`config.mk`:
```
export PLATFORM = sky130hd
export DESIGN_NAME = h264_sps_size_rate_parser_top
export DESIGN_NICKNAME = d
export VERILOG_FILES = /design/src/sv/h264sps_pkg.sv /design/src/sv/h264_sps_size_rate_parser_top.sv
export SDC_FILE = /design/constraint.sdc
export NUM_CORES = 2
export LEC_CHECK = 0
export BUFFER_PORTS_ARGS = -buffer_cell sky130_fd_sc_hd__buf_2
export CORE_MARGIN = 4
export CORE_UTILIZATION = 50
export DETAILED_ROUTE_END_ITERATION = 12
export PLACE_DENSITY_LB_ADDON = 0.1
export SYNTH_ARGS = -nofsm -noshare
export SYNTH_HDL_FRONTEND = slang
export SYNTH_SLANG_ARGS = --single-unit
```
`constraint.sdc`:
```
create_clock -name clk -period 7.07 [get_ports clk]
set_input_delay 1.414 -clock clk [delete_from_list [all_inputs] [get_ports clk]]
set_output_delay 1.414 -clock clk [all_outputs]
set_load 0.005 [all_outputs]
```
`src/sv/h264sps_pkg.sv`:
```
// ---------------------------------------------------------------------------
// H.264 SPS parser package
// Shared request and result types and syntax constants.
// ---------------------------------------------------------------------------
package h264sps_pkg;

  // Longest exp-Golomb prefix that is still accepted, plus one.
  localparam int unsigned GOLOMB_MAX_BITS = 32;

  // Profiles that carry the chroma and scaling list branch.
  localparam logic [7:0] PROFILE_HIGH    = 8'd100;
  localparam logic [7:0] PROFILE_HIGH10  = 8'd110;
  localparam logic [7:0] PROFILE_HIGH422 = 8'd122;
  localparam logic [7:0] PROFILE_HIGH444 = 8'd144;

  // Emulation prevention byte and the extended aspect ratio code.
  localparam logic [7:0] EP_BYTE      = 8'h03;
  localparam logic [7:0] ASP_EXTENDED = 8'd255;

  // Result status codes.
  localparam logic [1:0] STATUS_OK    = 2'd0;
  localparam logic [1:0] STATUS_SHORT = 2'd1;
  localparam logic [1:0] STATUS_RANGE = 2'd2;

  typedef struct packed {
    logic [7:0] data_byte;
    logic       last_byte;
  } sps_in_t;

  typedef struct packed {
    logic [15:0] pic_width;
    logic [15:0] pic_height;
    logic        full_range;
    logic        full_range_present;
    logic [30:0] frame_rate;
    logic        frame_rate_present;
    logic [1:0]  parse_status;
  } sps_out_t;

endpackage

```
`src/sv/h264_sps_size_rate_parser_top.sv`:
```
// ---------------------------------------------------------------------------
// H.264 SPS size and rate parser
// Decodes picture size, full-range flag and frame rate from one SPS NAL unit.
// ---------------------------------------------------------------------------
// Each request carries one raw byte of the SPS NAL unit, header included.
// A byte is accepted in S_IDLE and then goes through the bit parser, which
// handles one bitstream bit per cycle. A dropped emulation prevention byte
// is only accepted and skips the bit parser. After the byte marked last, the
// block checks width and then height. When timing info was seen with a
// nonzero tick length, a restoring divider then computes the frame
// rate; otherwise that step is skipped. The block then presents the result
// and returns to its reset state. in_stall is high while a byte or the result
// is being worked on. One result register sits on the output side, so
// non-last bytes of the next unit are taken while a result still waits.
module h264_sps_size_rate_parser_top (
  input  logic                 clk,
  input  logic                 rst_n,
  input  logic                 in_valid,
  output logic                 in_stall,
  input  h264sps_pkg::sps_in_t  in_data,
  output logic                 out_valid,
  input  logic                 out_stall,
  output h264sps_pkg::sps_out_t out_data
);

  typedef enum logic [2:0] {
    S_IDLE, S_BITS, S_SIZE_W, S_SIZE_H, S_DIV, S_OUT
  } state_t;

  typedef enum logic [5:0] {
    ST_HDR, ST_PROFILE, ST_CONSTR, ST_SPSID, ST_CHROMA, ST_SEPCOL,
    ST_DEPTH_L, ST_DEPTH_C, ST_BYPASS, ST_MATRIX, ST_LISTFLAG, ST_DELTA,
    ST_LOG2FRAME, ST_POCTYPE, ST_POCLSB, ST_DZERO, ST_OFFNR, ST_OFFTB,
    ST_CYCLE, ST_CYCITEM, ST_MAXREF, ST_GAPS, ST_WIDTH, ST_HEIGHT,
    ST_FMBS, ST_MBAFF, ST_DIRECT, ST_CROPFLAG, ST_CROP_L, ST_CROP_R,
    ST_CROP_T, ST_CROP_B, ST_VUIFLAG, ST_ASPFLAG, ST_ASPIDC, ST_SAR,
    ST_OVFLAG, ST_OVAPPR, ST_SIGFLAG, ST_VFORMAT, ST_FULLRANGE,
    ST_CDFLAG, ST_CDESC, ST_CLFLAG, ST_CLTOP, ST_CLBOT, ST_TIMFLAG,
    ST_UNITS, ST_TSCALE, ST_DONE, ST_ERROR
  } step_t;

  state_t state_r, state_nxt;
  step_t  step_r, step_nxt;

  logic [1:0]  zrun_r, zrun_nxt, pos_r, pos_nxt, guard_r, guard_nxt;
  logic [7:0]  sh_r, sh_nxt;
  logic [3:0]  bcnt_r, bcnt_nxt;
  logic        last_r, last_nxt;
  logic        exp_r, exp_nxt, suf_r, suf_nxt;
  logic [5:0]  cnt_r, cnt_nxt, pre_r, pre_nxt;
  logic [31:0] acc_r, acc_nxt, rep_r, rep_nxt;
  logic [2:0]  list_r, list_nxt;
  logic [6:0]  coef_r, coef_nxt;
  logic [7:0]  lscale_r, lscale_nxt, nscale_r, nscale_nxt;
  logic        hp_r, hp_nxt;
  logic [31:0] wmb_r, wmb_nxt, hmb_r, hmb_nxt;
  logic [32:0] croph_r, croph_nxt, cropv_r, cropv_nxt;
  logic [1:0]  rng_r, rng_nxt;
  logic [31:0] units_r, units_nxt, tscale_r, tscale_nxt;
  logic        tseen_r, tseen_nxt;

  // Result staging and divider.
  logic [15:0] resw_r, resw_nxt, resh_r, resh_nxt;
  logic [1:0]  resst_r, resst_nxt;
  logic        rok_r, rok_nxt;
  logic [32:0] rem_r, rem_nxt, dvs_r, dvs_nxt;
  logic [31:0] dvd_r, dvd_nxt, quo_r, quo_nxt;
  logic [5:0]  dcnt_r, dcnt_nxt;
  logic        out_valid_r, out_valid_nxt;
  h264sps_pkg::sps_out_t out_data_r, out_data_nxt;

  // Bit parser scratch.
  logic        b, fin, go, g_exp;
  step_t       g_step;
  logic [5:0]  g_n, cdec, pinc;
  logic [31:0] v, ashift, onehot;
  logic [7:0]  mag8, d8, ns8;
  logic [6:0]  cdec7;
  logic        drop;
  logic [37:0] diff;
  logic [33:0] trial;

  assign in_stall  = (state_r != S_IDLE);
  assign out_valid = out_valid_r;
  assign out_data  = out_data_r;

  always_comb begin
    state_nxt = state_r;  step_nxt = step_r;
    zrun_nxt = zrun_r;  pos_nxt = pos_r;  guard_nxt = guard_r;
    sh_nxt = sh_r;  bcnt_nxt = bcnt_r;  last_nxt = last_r;
    exp_nxt = exp_r;  suf_nxt = suf_r;  cnt_nxt = cnt_r;  pre_nxt = pre_r;
    acc_nxt = acc_r;  rep_nxt = rep_r;  list_nxt = list_r;  coef_nxt = coef_r;
    lscale_nxt = lscale_r;  nscale_nxt = nscale_r;  hp_nxt = hp_r;
    wmb_nxt = wmb_r;  hmb_nxt = hmb_r;  croph_nxt = croph_r;  cropv_nxt = cropv_r;
    rng_nxt = rng_r;  units_nxt = units_r;  tscale_nxt = tscale_r;
    tseen_nxt = tseen_r;
    resw_nxt = resw_r;  resh_nxt = resh_r;  resst_nxt = resst_r;  rok_nxt = rok_r;
    rem_nxt = rem_r;  dvs_nxt = dvs_r;  dvd_nxt = dvd_r;  quo_nxt = quo_r;
    dcnt_nxt = dcnt_r;
    out_valid_nxt = out_valid_r;  out_data_nxt = out_data_r;

    b = sh_r[7];  fin = 1'b0;  go = 1'b0;  g_exp = 1'b0;  g_step = ST_HDR;
    g_n = 6'd0;  v = '0;
    ashift = {acc_r[30:0], b};
    cdec = cnt_r - 6'd1;
    pinc = pre_r + 6'd1;
    onehot = 32'd1 << pre_r[4:0];
    mag8 = v[8:1];  d8 = '0;  ns8 = '0;  cdec7 = coef_r - 7'd1;
    drop = (pos_r == 2'd3) && (zrun_r >= 2'd2) &&
           (in_data.data_byte == h264sps_pkg::EP_BYTE) && (guard_r == 2'd0);
    diff = '0;
    trial = {rem_r, dvd_r[31]};

    // The result register empties when the consumer takes it.
    if (out_valid_r && !out_stall) begin
      out_valid_nxt = 1'b0;
    end

    unique case (state_r)
      S_IDLE: begin
        if (in_valid) begin
          zrun_nxt = (in_data.data_byte == 8'd0) ?
                     ((zrun_r == 2'd3) ? 2'd3 : zrun_r + 2'd1) : 2'd0;
          if (pos_r != 2'd3) pos_nxt = pos_r + 2'd1;
          last_nxt = in_data.last_byte;
          if (drop) begin
            guard_nxt = 2'd2;
            if (in_data.last_byte) state_nxt = S_SIZE_W;
          end else begin
            if (guard_r != 2'd0) guard_nxt = guard_r - 2'd1;
            sh_nxt = in_data.data_byte;
            bcnt_nxt = 4'd8;
            state_nxt = S_BITS;
          end
        end
      end

      S_BITS: begin
        sh_nxt = {sh_r[6:0], 1'b0};
        bcnt_nxt = bcnt_r - 4'd1;
        if (bcnt_r == 4'd1) state_nxt = last_r ? S_SIZE_W : S_IDLE;
        // One bitstream bit per cycle: fixed field, Golomb prefix or suffix.
        if (step_r < ST_DONE) begin
          if (!exp_r) begin
            acc_nxt = ashift;
            cdec = (cnt_r != 6'd0) ? cnt_r - 6'd1 : 6'd0;
            cnt_nxt = cdec;
            if (cdec == 6'd0) begin
              fin = 1'b1;  v = ashift;
            end
          end else if (!suf_r) begin
            if (!b) begin
              pre_nxt = pinc;
              if (32'(pinc) >= h264sps_pkg::GOLOMB_MAX_BITS) step_nxt = ST_ERROR;
            end else if (pre_r == 6'd0) begin
              fin = 1'b1;  v = '0;
            end else begin
              suf_nxt = 1'b1;  cnt_nxt = pre_r;  acc_nxt = '0;
            end
          end else begin
            acc_nxt = ashift;
            cnt_nxt = cdec;
            if (cdec == 6'd0) begin
              fin = 1'b1;  v = (onehot | ashift) - 32'd1;
            end
          end
        end
        // Element complete: store it and choose the next syntax element.
        if (fin) begin
          mag8 = v[8:1] + {7'd0, v[0]};
          d8 = v[0] ? mag8 : (8'd0 - mag8);
          ns8 = lscale_r + d8;
          go = 1'b1;
          case (step_r)
            ST_HDR: begin g_step = ST_PROFILE; g_n = 6'd8; end
            ST_PROFILE: begin
              hp_nxt = (v == 32'(h264sps_pkg::PROFILE_HIGH)) ||
                       (v == 32'(h264sps_pkg::PROFILE_HIGH10)) ||
                       (v == 32'(h264sps_pkg::PROFILE_HIGH422)) ||
                       (v == 32'(h264sps_pkg::PROFILE_HIGH444));
              g_step = ST_CONSTR; g_n = 6'd16;
            end
            ST_CONSTR: begin g_step = ST_SPSID; g_exp = 1'b1; end
            ST_SPSID: begin g_step = hp_r ? ST_CHROMA : ST_LOG2FRAME; g_exp = 1'b1; end
            ST_CHROMA: begin
              if (v == 32'd3) begin g_step = ST_SEPCOL; g_n = 6'd1; end
              else begin g_step = ST_DEPTH_L; g_exp = 1'b1; end
            end
            ST_SEPCOL: begin g_step = ST_DEPTH_L; g_exp = 1'b1; end
            ST_DEPTH_L: begin g_step = ST_DEPTH_C; g_exp = 1'b1; end
            ST_DEPTH_C: begin g_step = ST_BYPASS; g_n = 6'd1; end
            ST_BYPASS: begin g_step = ST_MATRIX; g_n = 6'd1; end
            ST_MATRIX: begin
              if (v != 32'd0) begin
                list_nxt = 3'd0; g_step = ST_LISTFLAG; g_n = 6'd1;
              end else begin
                g_step = ST_LOG2FRAME; g_exp = 1'b1;
              end
            end
            ST_LISTFLAG: begin
              if (v != 32'd0) begin
                coef_nxt = (list_r < 3'd6) ? 7'd16 : 7'd64;
                lscale_nxt = 8'd8;  nscale_nxt = 8'd8;
                g_step = ST_DELTA; g_exp = 1'b1;
              end else if (list_r == 3'd7) begin
                g_step = ST_LOG2FRAME; g_exp = 1'b1;
              end else begin
                list_nxt = list_r + 3'd1; g_step = ST_LISTFLAG; g_n = 6'd1;
              end
            end
            ST_DELTA: begin
              nscale_nxt = ns8;
              if (ns8 != 8'd0) lscale_nxt = ns8;
              coef_nxt = cdec7;
              if (cdec7 != 7'd0 && ns8 != 8'd0) begin
                g_step = ST_DELTA; g_exp = 1'b1;
              end else if (list_r == 3'd7) begin
                g_step = ST_LOG2FRAME; g_exp = 1'b1;
              end else begin
                list_nxt = list_r + 3'd1; g_step = ST_LISTFLAG; g_n = 6'd1;
              end
            end
            ST_LOG2FRAME: begin g_step = ST_POCTYPE; g_exp = 1'b1; end
            ST_POCTYPE: begin
              if (v == 32'd0) begin g_step = ST_POCLSB; g_exp = 1'b1; end
              else if (v == 32'd1) begin g_step = ST_DZERO; g_n = 6'd1; end
              else begin g_step = ST_MAXREF; g_exp = 1'b1; end
            end
            ST_POCLSB: begin g_step = ST_MAXREF; g_exp = 1'b1; end
            ST_DZERO: begin g_step = ST_OFFNR; g_exp = 1'b1; end
            ST_OFFNR: begin g_step = ST_OFFTB; g_exp = 1'b1; end
            ST_OFFTB: begin g_step = ST_CYCLE; g_exp = 1'b1; end
            ST_CYCLE: begin
              rep_nxt = v;
              g_step = (v == 32'd0) ? ST_MAXREF : ST_CYCITEM; g_exp = 1'b1;
            end
            ST_CYCITEM: begin
              rep_nxt = rep_r - 32'd1;
              g_step = (rep_r == 32'd1) ? ST_MAXREF : ST_CYCITEM; g_exp = 1'b1;
            end
            ST_MAXREF: begin g_step = ST_GAPS; g_n = 6'd1; end
            ST_GAPS: begin g_step = ST_WIDTH; g_exp = 1'b1; end
            ST_WIDTH: begin wmb_nxt = v; g_step = ST_HEIGHT; g_exp = 1'b1; end
            ST_HEIGHT: begin hmb_nxt = v; g_step = ST_FMBS; g_n = 6'd1; end
            ST_FMBS: begin g_step = (v != 32'd0) ? ST_DIRECT : ST_MBAFF; g_n = 6'd1; end
            ST_MBAFF: begin g_step = ST_DIRECT; g_n = 6'd1; end
            ST_DIRECT: begin g_step = ST_CROPFLAG; g_n = 6'd1; end
            ST_CROPFLAG: begin
              if (v != 32'd0) begin g_step = ST_CROP_L; g_exp = 1'b1; end
              else begin g_step = ST_VUIFLAG; g_n = 6'd1; end
            end
            ST_CROP_L: begin croph_nxt = {1'b0, v}; g_step = ST_CROP_R; g_exp = 1'b1; end
            ST_CROP_R: begin
              croph_nxt = croph_r + {1'b0, v}; g_step = ST_CROP_T; g_exp = 1'b1;
            end
            ST_CROP_T: begin cropv_nxt = {1'b0, v}; g_step = ST_CROP_B; g_exp = 1'b1; end
            ST_CROP_B: begin
              cropv_nxt = cropv_r + {1'b0, v}; g_step = ST_VUIFLAG; g_n = 6'd1;
            end
            ST_VUIFLAG: begin
              if (v != 32'd0) begin g_step = ST_ASPFLAG; g_n = 6'd1; end
              else begin go = 1'b0; step_nxt = ST_DONE; end
            end
            ST_ASPFLAG: begin
              if (v != 32'd0) begin g_step = ST_ASPIDC; g_n = 6'd8; end
              else begin g_step = ST_OVFLAG; g_n = 6'd1; end
            end
            ST_ASPIDC: begin
              if (v == 32'(h264sps_pkg::ASP_EXTENDED)) begin g_step = ST_SAR; g_n = 6'd32; end
              else begin g_step = ST_OVFLAG; g_n = 6'd1; end
            end
            ST_SAR: begin g_step = ST_OVFLAG; g_n = 6'd1; end
            ST_OVFLAG: begin g_step = (v != 32'd0) ? ST_OVAPPR : ST_SIGFLAG; g_n = 6'd1; end
            ST_OVAPPR: begin g_step = ST_SIGFLAG; g_n = 6'd1; end
            ST_SIGFLAG: begin
              if (v != 32'd0) begin g_step = ST_VFORMAT; g_n = 6'd3; end
              else begin g_step = ST_CLFLAG; g_n = 6'd1; end
            end
            ST_VFORMAT: begin g_step = ST_FULLRANGE; g_n = 6'd1; end
            ST_FULLRANGE: begin
              rng_nxt = {1'b1, v[0]}; g_step = ST_CDFLAG; g_n = 6'd1;
            end
            ST_CDFLAG: begin
              if (v != 32'd0) begin g_step = ST_CDESC; g_n = 6'd24; end
              else begin g_step = ST_CLFLAG; g_n = 6'd1; end
            end
            ST_CDESC: begin g_step = ST_CLFLAG; g_n = 6'd1; end
            ST_CLFLAG: begin
              if (v != 32'd0) begin g_step = ST_CLTOP; g_exp = 1'b1; end
              else begin g_step = ST_TIMFLAG; g_n = 6'd1; end
            end
            ST_CLTOP: begin g_step = ST_CLBOT; g_exp = 1'b1; end
            ST_CLBOT: begin g_step = ST_TIMFLAG; g_n = 6'd1; end
            ST_TIMFLAG: begin
              if (v != 32'd0) begin g_step = ST_UNITS; g_n = 6'd32; end
              else begin go = 1'b0; step_nxt = ST_DONE; end
            end
            ST_UNITS: begin units_nxt = v; g_step = ST_TSCALE; g_n = 6'd32; end
            ST_TSCALE: begin
              tscale_nxt = v; tseen_nxt = 1'b1; go = 1'b0; step_nxt = ST_DONE;
            end
            default: begin go = 1'b0; step_nxt = ST_ERROR; end
          endcase
          if (go) begin
            step_nxt = g_step;
            exp_nxt = g_exp;
            cnt_nxt = g_exp ? 6'd0 : g_n;
            acc_nxt = '0;
            if (g_exp) begin
              suf_nxt = 1'b0;  pre_nxt = 6'd0;
            end
          end
        end
      end

      // Status and width check: one subtract against the cropped size.
      S_SIZE_W: begin
        diff = {2'b0, wmb_r, 4'd0} + 38'd16 - {4'd0, croph_r, 1'b0};
        resw_nxt = diff[15:0];
        if (step_r == ST_ERROR) resst_nxt = h264sps_pkg::STATUS_RANGE;
        else if (step_r != ST_DONE) resst_nxt = h264sps_pkg::STATUS_SHORT;
        else if (diff[37:16] != '0) resst_nxt = h264sps_pkg::STATUS_RANGE;
        else resst_nxt = h264sps_pkg::STATUS_OK;
        state_nxt = S_SIZE_H;
      end

      // Height check, then load the divider for the tick rate over twice the
      // tick length.
      S_SIZE_H: begin
        diff = {2'b0, hmb_r, 4'd0} + 38'd16 - {4'd0, cropv_r, 1'b0};
        resh_nxt = diff[15:0];
        if (resst_r == h264sps_pkg::STATUS_OK && diff[37:16] != '0) begin
          resst_nxt = h264sps_pkg::STATUS_RANGE;
        end
        rok_nxt = tseen_r && (units_r != 32'd0);
        rem_nxt = '0;
        dvd_nxt = tscale_r;
        dvs_nxt = {units_r, 1'b0};
        quo_nxt = '0;
        dcnt_nxt = 6'd32;
        state_nxt = (tseen_r && (units_r != 32'd0)) ? S_DIV : S_OUT;
      end

      // Restoring divider, one quotient bit per cycle.
      S_DIV: begin
        dvd_nxt = {dvd_r[30:0], 1'b0};
        if (trial >= {1'b0, dvs_r}) begin
          rem_nxt = 33'(trial - {1'b0, dvs_r});
          quo_nxt = {quo_r[30:0], 1'b1};
        end else begin
          rem_nxt = trial[32:0];
          quo_nxt = {quo_r[30:0], 1'b0};
        end
        dcnt_nxt = dcnt_r - 6'd1;
        if (dcnt_r == 6'd1) state_nxt = S_OUT;
      end

      // Hand the result over and return the parser to its reset state.
      S_OUT: begin
        if (!out_valid_r || !out_stall) begin
          out_valid_nxt = 1'b1;
          out_data_nxt = '0;
          out_data_nxt.parse_status = resst_r;
          if (resst_r == h264sps_pkg::STATUS_OK) begin
            out_data_nxt.pic_width = resw_r;
            out_data_nxt.pic_height = resh_r;
            out_data_nxt.full_range = rng_r[0];
            out_data_nxt.full_range_present = rng_r[1];
            out_data_nxt.frame_rate = rok_r ? quo_r[30:0] : 31'd0;
            out_data_nxt.frame_rate_present = rok_r;
          end
          zrun_nxt = '0;  pos_nxt = '0;  guard_nxt = '0;
          step_nxt = ST_HDR;  exp_nxt = 1'b0;  suf_nxt = 1'b0;
          cnt_nxt = 6'd8;  pre_nxt = '0;  acc_nxt = '0;  rep_nxt = '0;
          list_nxt = '0;  coef_nxt = '0;  lscale_nxt = 8'd8;  nscale_nxt = 8'd8;
          hp_nxt = 1'b0;  wmb_nxt = '0;  hmb_nxt = '0;
          croph_nxt = '0;  cropv_nxt = '0;  rng_nxt = '0;
          units_nxt = '0;  tscale_nxt = '0;  tseen_nxt = 1'b0;
          state_nxt = S_IDLE;
        end
      end

      default: state_nxt = S_IDLE;
    endcase
  end

  // Sequencer, parser state and result register.
  always_ff @(posedge clk) begin
    if (!rst_n) begin
      state_r <= S_IDLE;  out_valid_r <= 1'b0;
      zrun_r <= '0;  pos_r <= '0;  guard_r <= '0;  bcnt_r <= '0;
      step_r <= ST_HDR;  exp_r <= 1'b0;  suf_r <= 1'b0;
      cnt_r <= 6'd8;  pre_r <= '0;  acc_r <= '0;  rep_r <= '0;
      list_r <= '0;  coef_r <= '0;  lscale_r <= 8'd8;  nscale_r <= 8'd8;
      hp_r <= 1'b0;  wmb_r <= '0;  hmb_r <= '0;
      croph_r <= '0;  cropv_r <= '0;  rng_r <= '0;
      units_r <= '0;  tscale_r <= '0;  tseen_r <= 1'b0;
    end else begin
      state_r <= state_nxt;  out_valid_r <= out_valid_nxt;
      zrun_r <= zrun_nxt;  pos_r <= pos_nxt;  guard_r <= guard_nxt;
      bcnt_r <= bcnt_nxt;
      step_r <= step_nxt;  exp_r <= exp_nxt;  suf_r <= suf_nxt;
      cnt_r <= cnt_nxt;  pre_r <= pre_nxt;  acc_r <= acc_nxt;  rep_r <= rep_nxt;
      list_r <= list_nxt;  coef_r <= coef_nxt;
      lscale_r <= lscale_nxt;  nscale_r <= nscale_nxt;
      hp_r <= hp_nxt;  wmb_r <= wmb_nxt;  hmb_r <= hmb_nxt;
      croph_r <= croph_nxt;  cropv_r <= cropv_nxt;  rng_r <= rng_nxt;
      units_r <= units_nxt;  tscale_r <= tscale_nxt;  tseen_r <= tseen_nxt;
    end
    sh_r <= sh_nxt;  last_r <= last_nxt;
    resw_r <= resw_nxt;  resh_r <= resh_nxt;  resst_r <= resst_nxt;  rok_r <= rok_nxt;
    rem_r <= rem_nxt;  dvs_r <= dvs_nxt;  dvd_r <= dvd_nxt;  quo_r <= quo_nxt;
    dcnt_r <= dcnt_nxt;  out_data_r <= out_data_nxt;
  end

  // The bit parser never runs out of bits while it is active.
  a_bits_count: assert property (@(posedge clk) disable iff (!rst_n)
    state_r == S_BITS |-> bcnt_r != 4'd0)
    else $error("bit parser active with no bits left");

  // A failed parse carries no size or rate.
  a_status_clean: assert property (@(posedge clk) disable iff (!rst_n)
    out_valid_r && out_data_r.parse_status != h264sps_pkg::STATUS_OK |->
    out_data_r.pic_width == 16'd0 && out_data_r.frame_rate_present == 1'b0)
    else $error("error result carries payload");

  // A dropped byte arms the guard for the next two bytes.
  a_guard_arm: assert property (@(posedge clk) disable iff (!rst_n)
    state_r == S_IDLE && in_valid && drop |=> guard_r == 2'd2)
    else $error("emulation guard not armed");

endmodule
```
==> summary.md <==
| Metric | Value |
|---|---|
| Outcome | `finished clean` |
| Final HPWL DP | `82.62 mm` |
| Core ar. | `0.07051 mm²` |
| # Max-Cap Violations | `0` |
| Hold-fix buffers at CTS | `0` |
| P_leak | `15.79 nW` |
| Post-synth top area share | `20.32%` |
| Cell area after layout | `0.03966 mm²` |
| Gr usage total | `29.23%` |
| Synth cell types | `113` |
| Synth area leaders | `edfxtp_1 20%, dfxtp_1 18%, ha_1 9.0%` |
| Longest Clk Path Bufs | `3` |
| Metal3 WL | `7.481 mm` |
| Data required time at the worst endpoint | `7.59 ns` |
| Slew headroom | `11.37%` |
| Final ANT Viol Nets | `0` |
| Adder-Cell Fraction of Synth Area | `9.215%` |
| Worst-Margin Slew | `1.325 ns` |
| Worst path slowest cell | `a2111oi_0` |
| Minimum clock period | `6.758 ns` |
| Initial core utilization | `50.72%` |
| Clk sinks | `555` |
| GP Congestion | `0.9682` |
| Worst Hold Class | `reg2reg` |
| Initial drt markers | `2886` |
| Slew Limit Fails | `0` |
| Final #Nets | `4657` |
| Most common cell in the netlist | `nand2_1` |
| Largest stage delay on the critical path | `0.53 ns` |
| Wire per inst | `21.16 µm` |
| Layout cells sized above 1 | `8.653%` |
| Wl on met1 | `49.99 mm` |
| Non-Filler Instances | `5378` |
| Uppermost layer routed | `met5` |
| Routed wl met2 | `50.49 mm` |
| Clk slew on worst S/H paths | `0.06 ns` |
| Pwr dens | `240.9 mW/mm²` |
| Dpl ws | `0.2499 ns` |
| Synth Area in Compound Gates | `20.37%` |
| Fin. Hold Viols | `0` |
| Arrival time of the worst setup path | `7.27 ns` |
| Global route overflow | `0` |
| Most common library cells after synthesis | `618 x nand2_1, 517 x nor2_1, 419 x a21oi_1, 313 x dfxtp_1, 257 x ha_1` |
| Final period util | `95.58%` |
| Placed Area | `0.03736 mm²` |
| Largest net degree at the start of global routing | `156` |
| CP startpoint kind | `register` |
| Synthesized cell area | `0.03576 mm²` |
| Top FF cell, synth | `dfxtp_1` |
| Residual DRC | `0` |
| DIE HEIGHT | `275.5 µm` |
| CP Max Fanout | `9` |
| DP Cell Count | `5254` |
| Area leader, netlist | `edfxtp_1` |
| Post-synthesis to final-layout area growth | `10.89%` |
| Setup Viol. Count Final | `0` |
| Post-synthesis average cell area | `8.237 µm²` |
| CTS root buf | `clkbuf_16` |
| XOR/XNOR Fraction of Synth Area | `3.810%` |
| Final worst slack | `0.3122 ns` |
| H-tree depth | `3` |
| Hold WS | `0.4491 ns` |
| CTS tree | `done` |
| Wirelength, routed | `113.8 mm` |
| Die extent in x | `275.5 µm` |
| Skew final | `0.01909 ns` |
| Synthesis Warnings | `0` |
| Initial antenna violation count | `2` |
| Number of port buffers | `80` |
| Die ar. | `0.07587 mm²` |
| Detailed Routing Iterations Pass 1 | `6` |
| Mux cell area share after synthesis | `0.6997%` |
| #FFs+latches synth | `555` |
| Post-synth EDFFs | `242` |
| Setup Crit Path Kind | `reg2reg` |
| Ant. Diodes | `0` |
| Clk_lat worst skew | `0.63 ns` |
| Post-Synthesis Cells | `4342` |
| Site Rows | `97` |
| Endpoint class of the critical path | `register` |
| Post-CTS Setup Bufs | `0` |
| Global-route wire length before repair | `174.1 mm` |
| Total CTS buffers | `67` |
| Tot Pwr | `0.009556 W` |
| Fmax | `148.0 MHz` |
| Ys async rst share | `0%` |
| Via/cell ratio | `6.013` |
| Routed vias | `32338` |
| Top Ports | `83` |
| Number of global-route vias before repair | `29676` |
| VDD IR-drop max | `0.0002607 V` |
| Main combinational cell family by area after synthesis | `simple AND/OR/NAND/NOR gates` |
| Top cell by count, worst path | `ha_1` |
| Register area share after synthesis | `37.84%` |
| Synth Area in Simple Gates | `23.27%` |
[final timing paths]
check | slack (ns) | from | depth (start not counted) | to
setup / recovery | 0.31 | pre_r[0]$_SDFFE_PN0P_ | 25 | croph_r[31]$_SDFFE_PN0P_
hold / removal | 0.45 | tscale_r[10]$_SDFFE_PN0P_ | 2 | tscale_r[10]$_SDFFE_PN0P_
setup reg to reg | 0.31 | pre_r[0]$_SDFFE_PN0P_ | 25 | croph_r[31]$_SDFFE_PN0P_
hold reg to reg | 0.45 | tscale_r[10]$_SDFFE_PN0P_ | 2 | tscale_r[10]$_SDFFE_PN0P_
[per-layer routing]
| layer | GRT usage (%) | vias to the layer above |
|---|---|---|
| li1 | - | 15641 |
| met1 | 39.45 | 15303 |
| met2 | 46.36 | 1114 |
| met3 | 4.929 | 278 |
| met4 | 12.81 | 2 |
| met5 | 0 | - |
[cells by family (layout without fill, tap and decap cells)]
family          count (synthesis)  count (layout)
flops                         555             555
buf+inv                       436             531
simple gates                 1775            1775
other cells                     1               2
xor+xnor                      154             154
mux                            24              24
fa+ha+maj                     261             261
compound gates               1136            1136
[state kept, by name, summed over array words and instances (netlist names), 31 cells and up]
name and count:
wmb_r 32, units_r 32, dvs_r 32, cropv_r 33
rep_r 32, croph_r 33, quo_r 31, tscale_r 32
dvd_r 32, hmb_r 32, rem_r 33, acc_r 31
out_data 66
[worst max-delay path, delay by kind of cell (launching register included)]
| kind | cells | cell delay, ns |
|---|---|---|
| and+or+nand+nor | 7 | 1.26 |
| AOI/OAI and AO/OA | 11 | 3.55 |
| adders and majority gates | 3 | 0.77 |
| DFF | 1 | 0.48 |
| buffers and inverters | 2 | 0.25 |
| xor gates and xnor gates | 2 | 0.31 |
[repair_timing]
item                                   4_1_cts  5_1_grt
setup endpoints to repair                    0       20
endpoints found under the hold margin        0        0
resized for setup                            0        8
[through the flow]
step	setup TNS, ns	util (%)
2_1_floorplan	0	-
3_3_place_gp	0	52.99
3_5_place_dp	0	52.99
4_1_cts	0	56.18
5_1_grt	-0.01045	56.25
6_report	0	56.25
[cell usage in the layout, fill, tap and decap left out, types with 13 or more instances in the layout]
master / Yosys / routed
o22ai_1: 20 / 20
nor2b_1: 28 / 28
and2_1: 87 / 87
xnor2_1: 102 / 101
a22oi_1: 89 / 89
o211ai_1: 29 / 29
or3_1: 45 / 45
buf_4: 4 / 101
ha_1: 257 / 257
a21o_1: 50 / 50
a211oi_1: 26 / 25
dfxtp_1: 313 / 312
clkbuf_1: 176 / 15
o21ai_0: 210 / 210
nand3_1: 82 / 82
nand4_1: 37 / 37
a31oi_1: 34 / 34
nor2_1: 517 / 512
and3_1: 47 / 46
edfxtp_1: 242 / 242
nor4_1: 40 / 38
nor3b_1: 14 / 13
xor2_1: 51 / 51
o21bai_1: 22 / 22
mux2i_1: 18 / 18
o21a_1: 23 / 23
a21oi_1: 419 / 416
o31ai_1: 29 / 28
nor3_1: 118 / 117
clkbuf_16: 0 / 68
buf_2: 12 / 80
nand2b_1: 46 / 46
o2111ai_1: 14 / 14
inv_1: 220 / 217
nand2_1: 618 / 617
[power by group]
part	total, W	switching, W	internal, W
combinational	0.00211	0.00142	0.000692
sequential	0.00388	0.000160	0.00372
clock	0.00356	0.00146	0.00211
[cell type report]
cell class / count / area [µm²]
fill: 6633 / 30850
multi-input combinational: 3352 / 20660
sequential: 555 / 13530
clock buffer: 85 / 1785
timing repair buffer: 182 / 1179
tap: 940 / 1176
inverter: 225 / 854.6
clock inverter: 39 / 467.9
No activity file was read; power rests on OpenSTA's default activity.
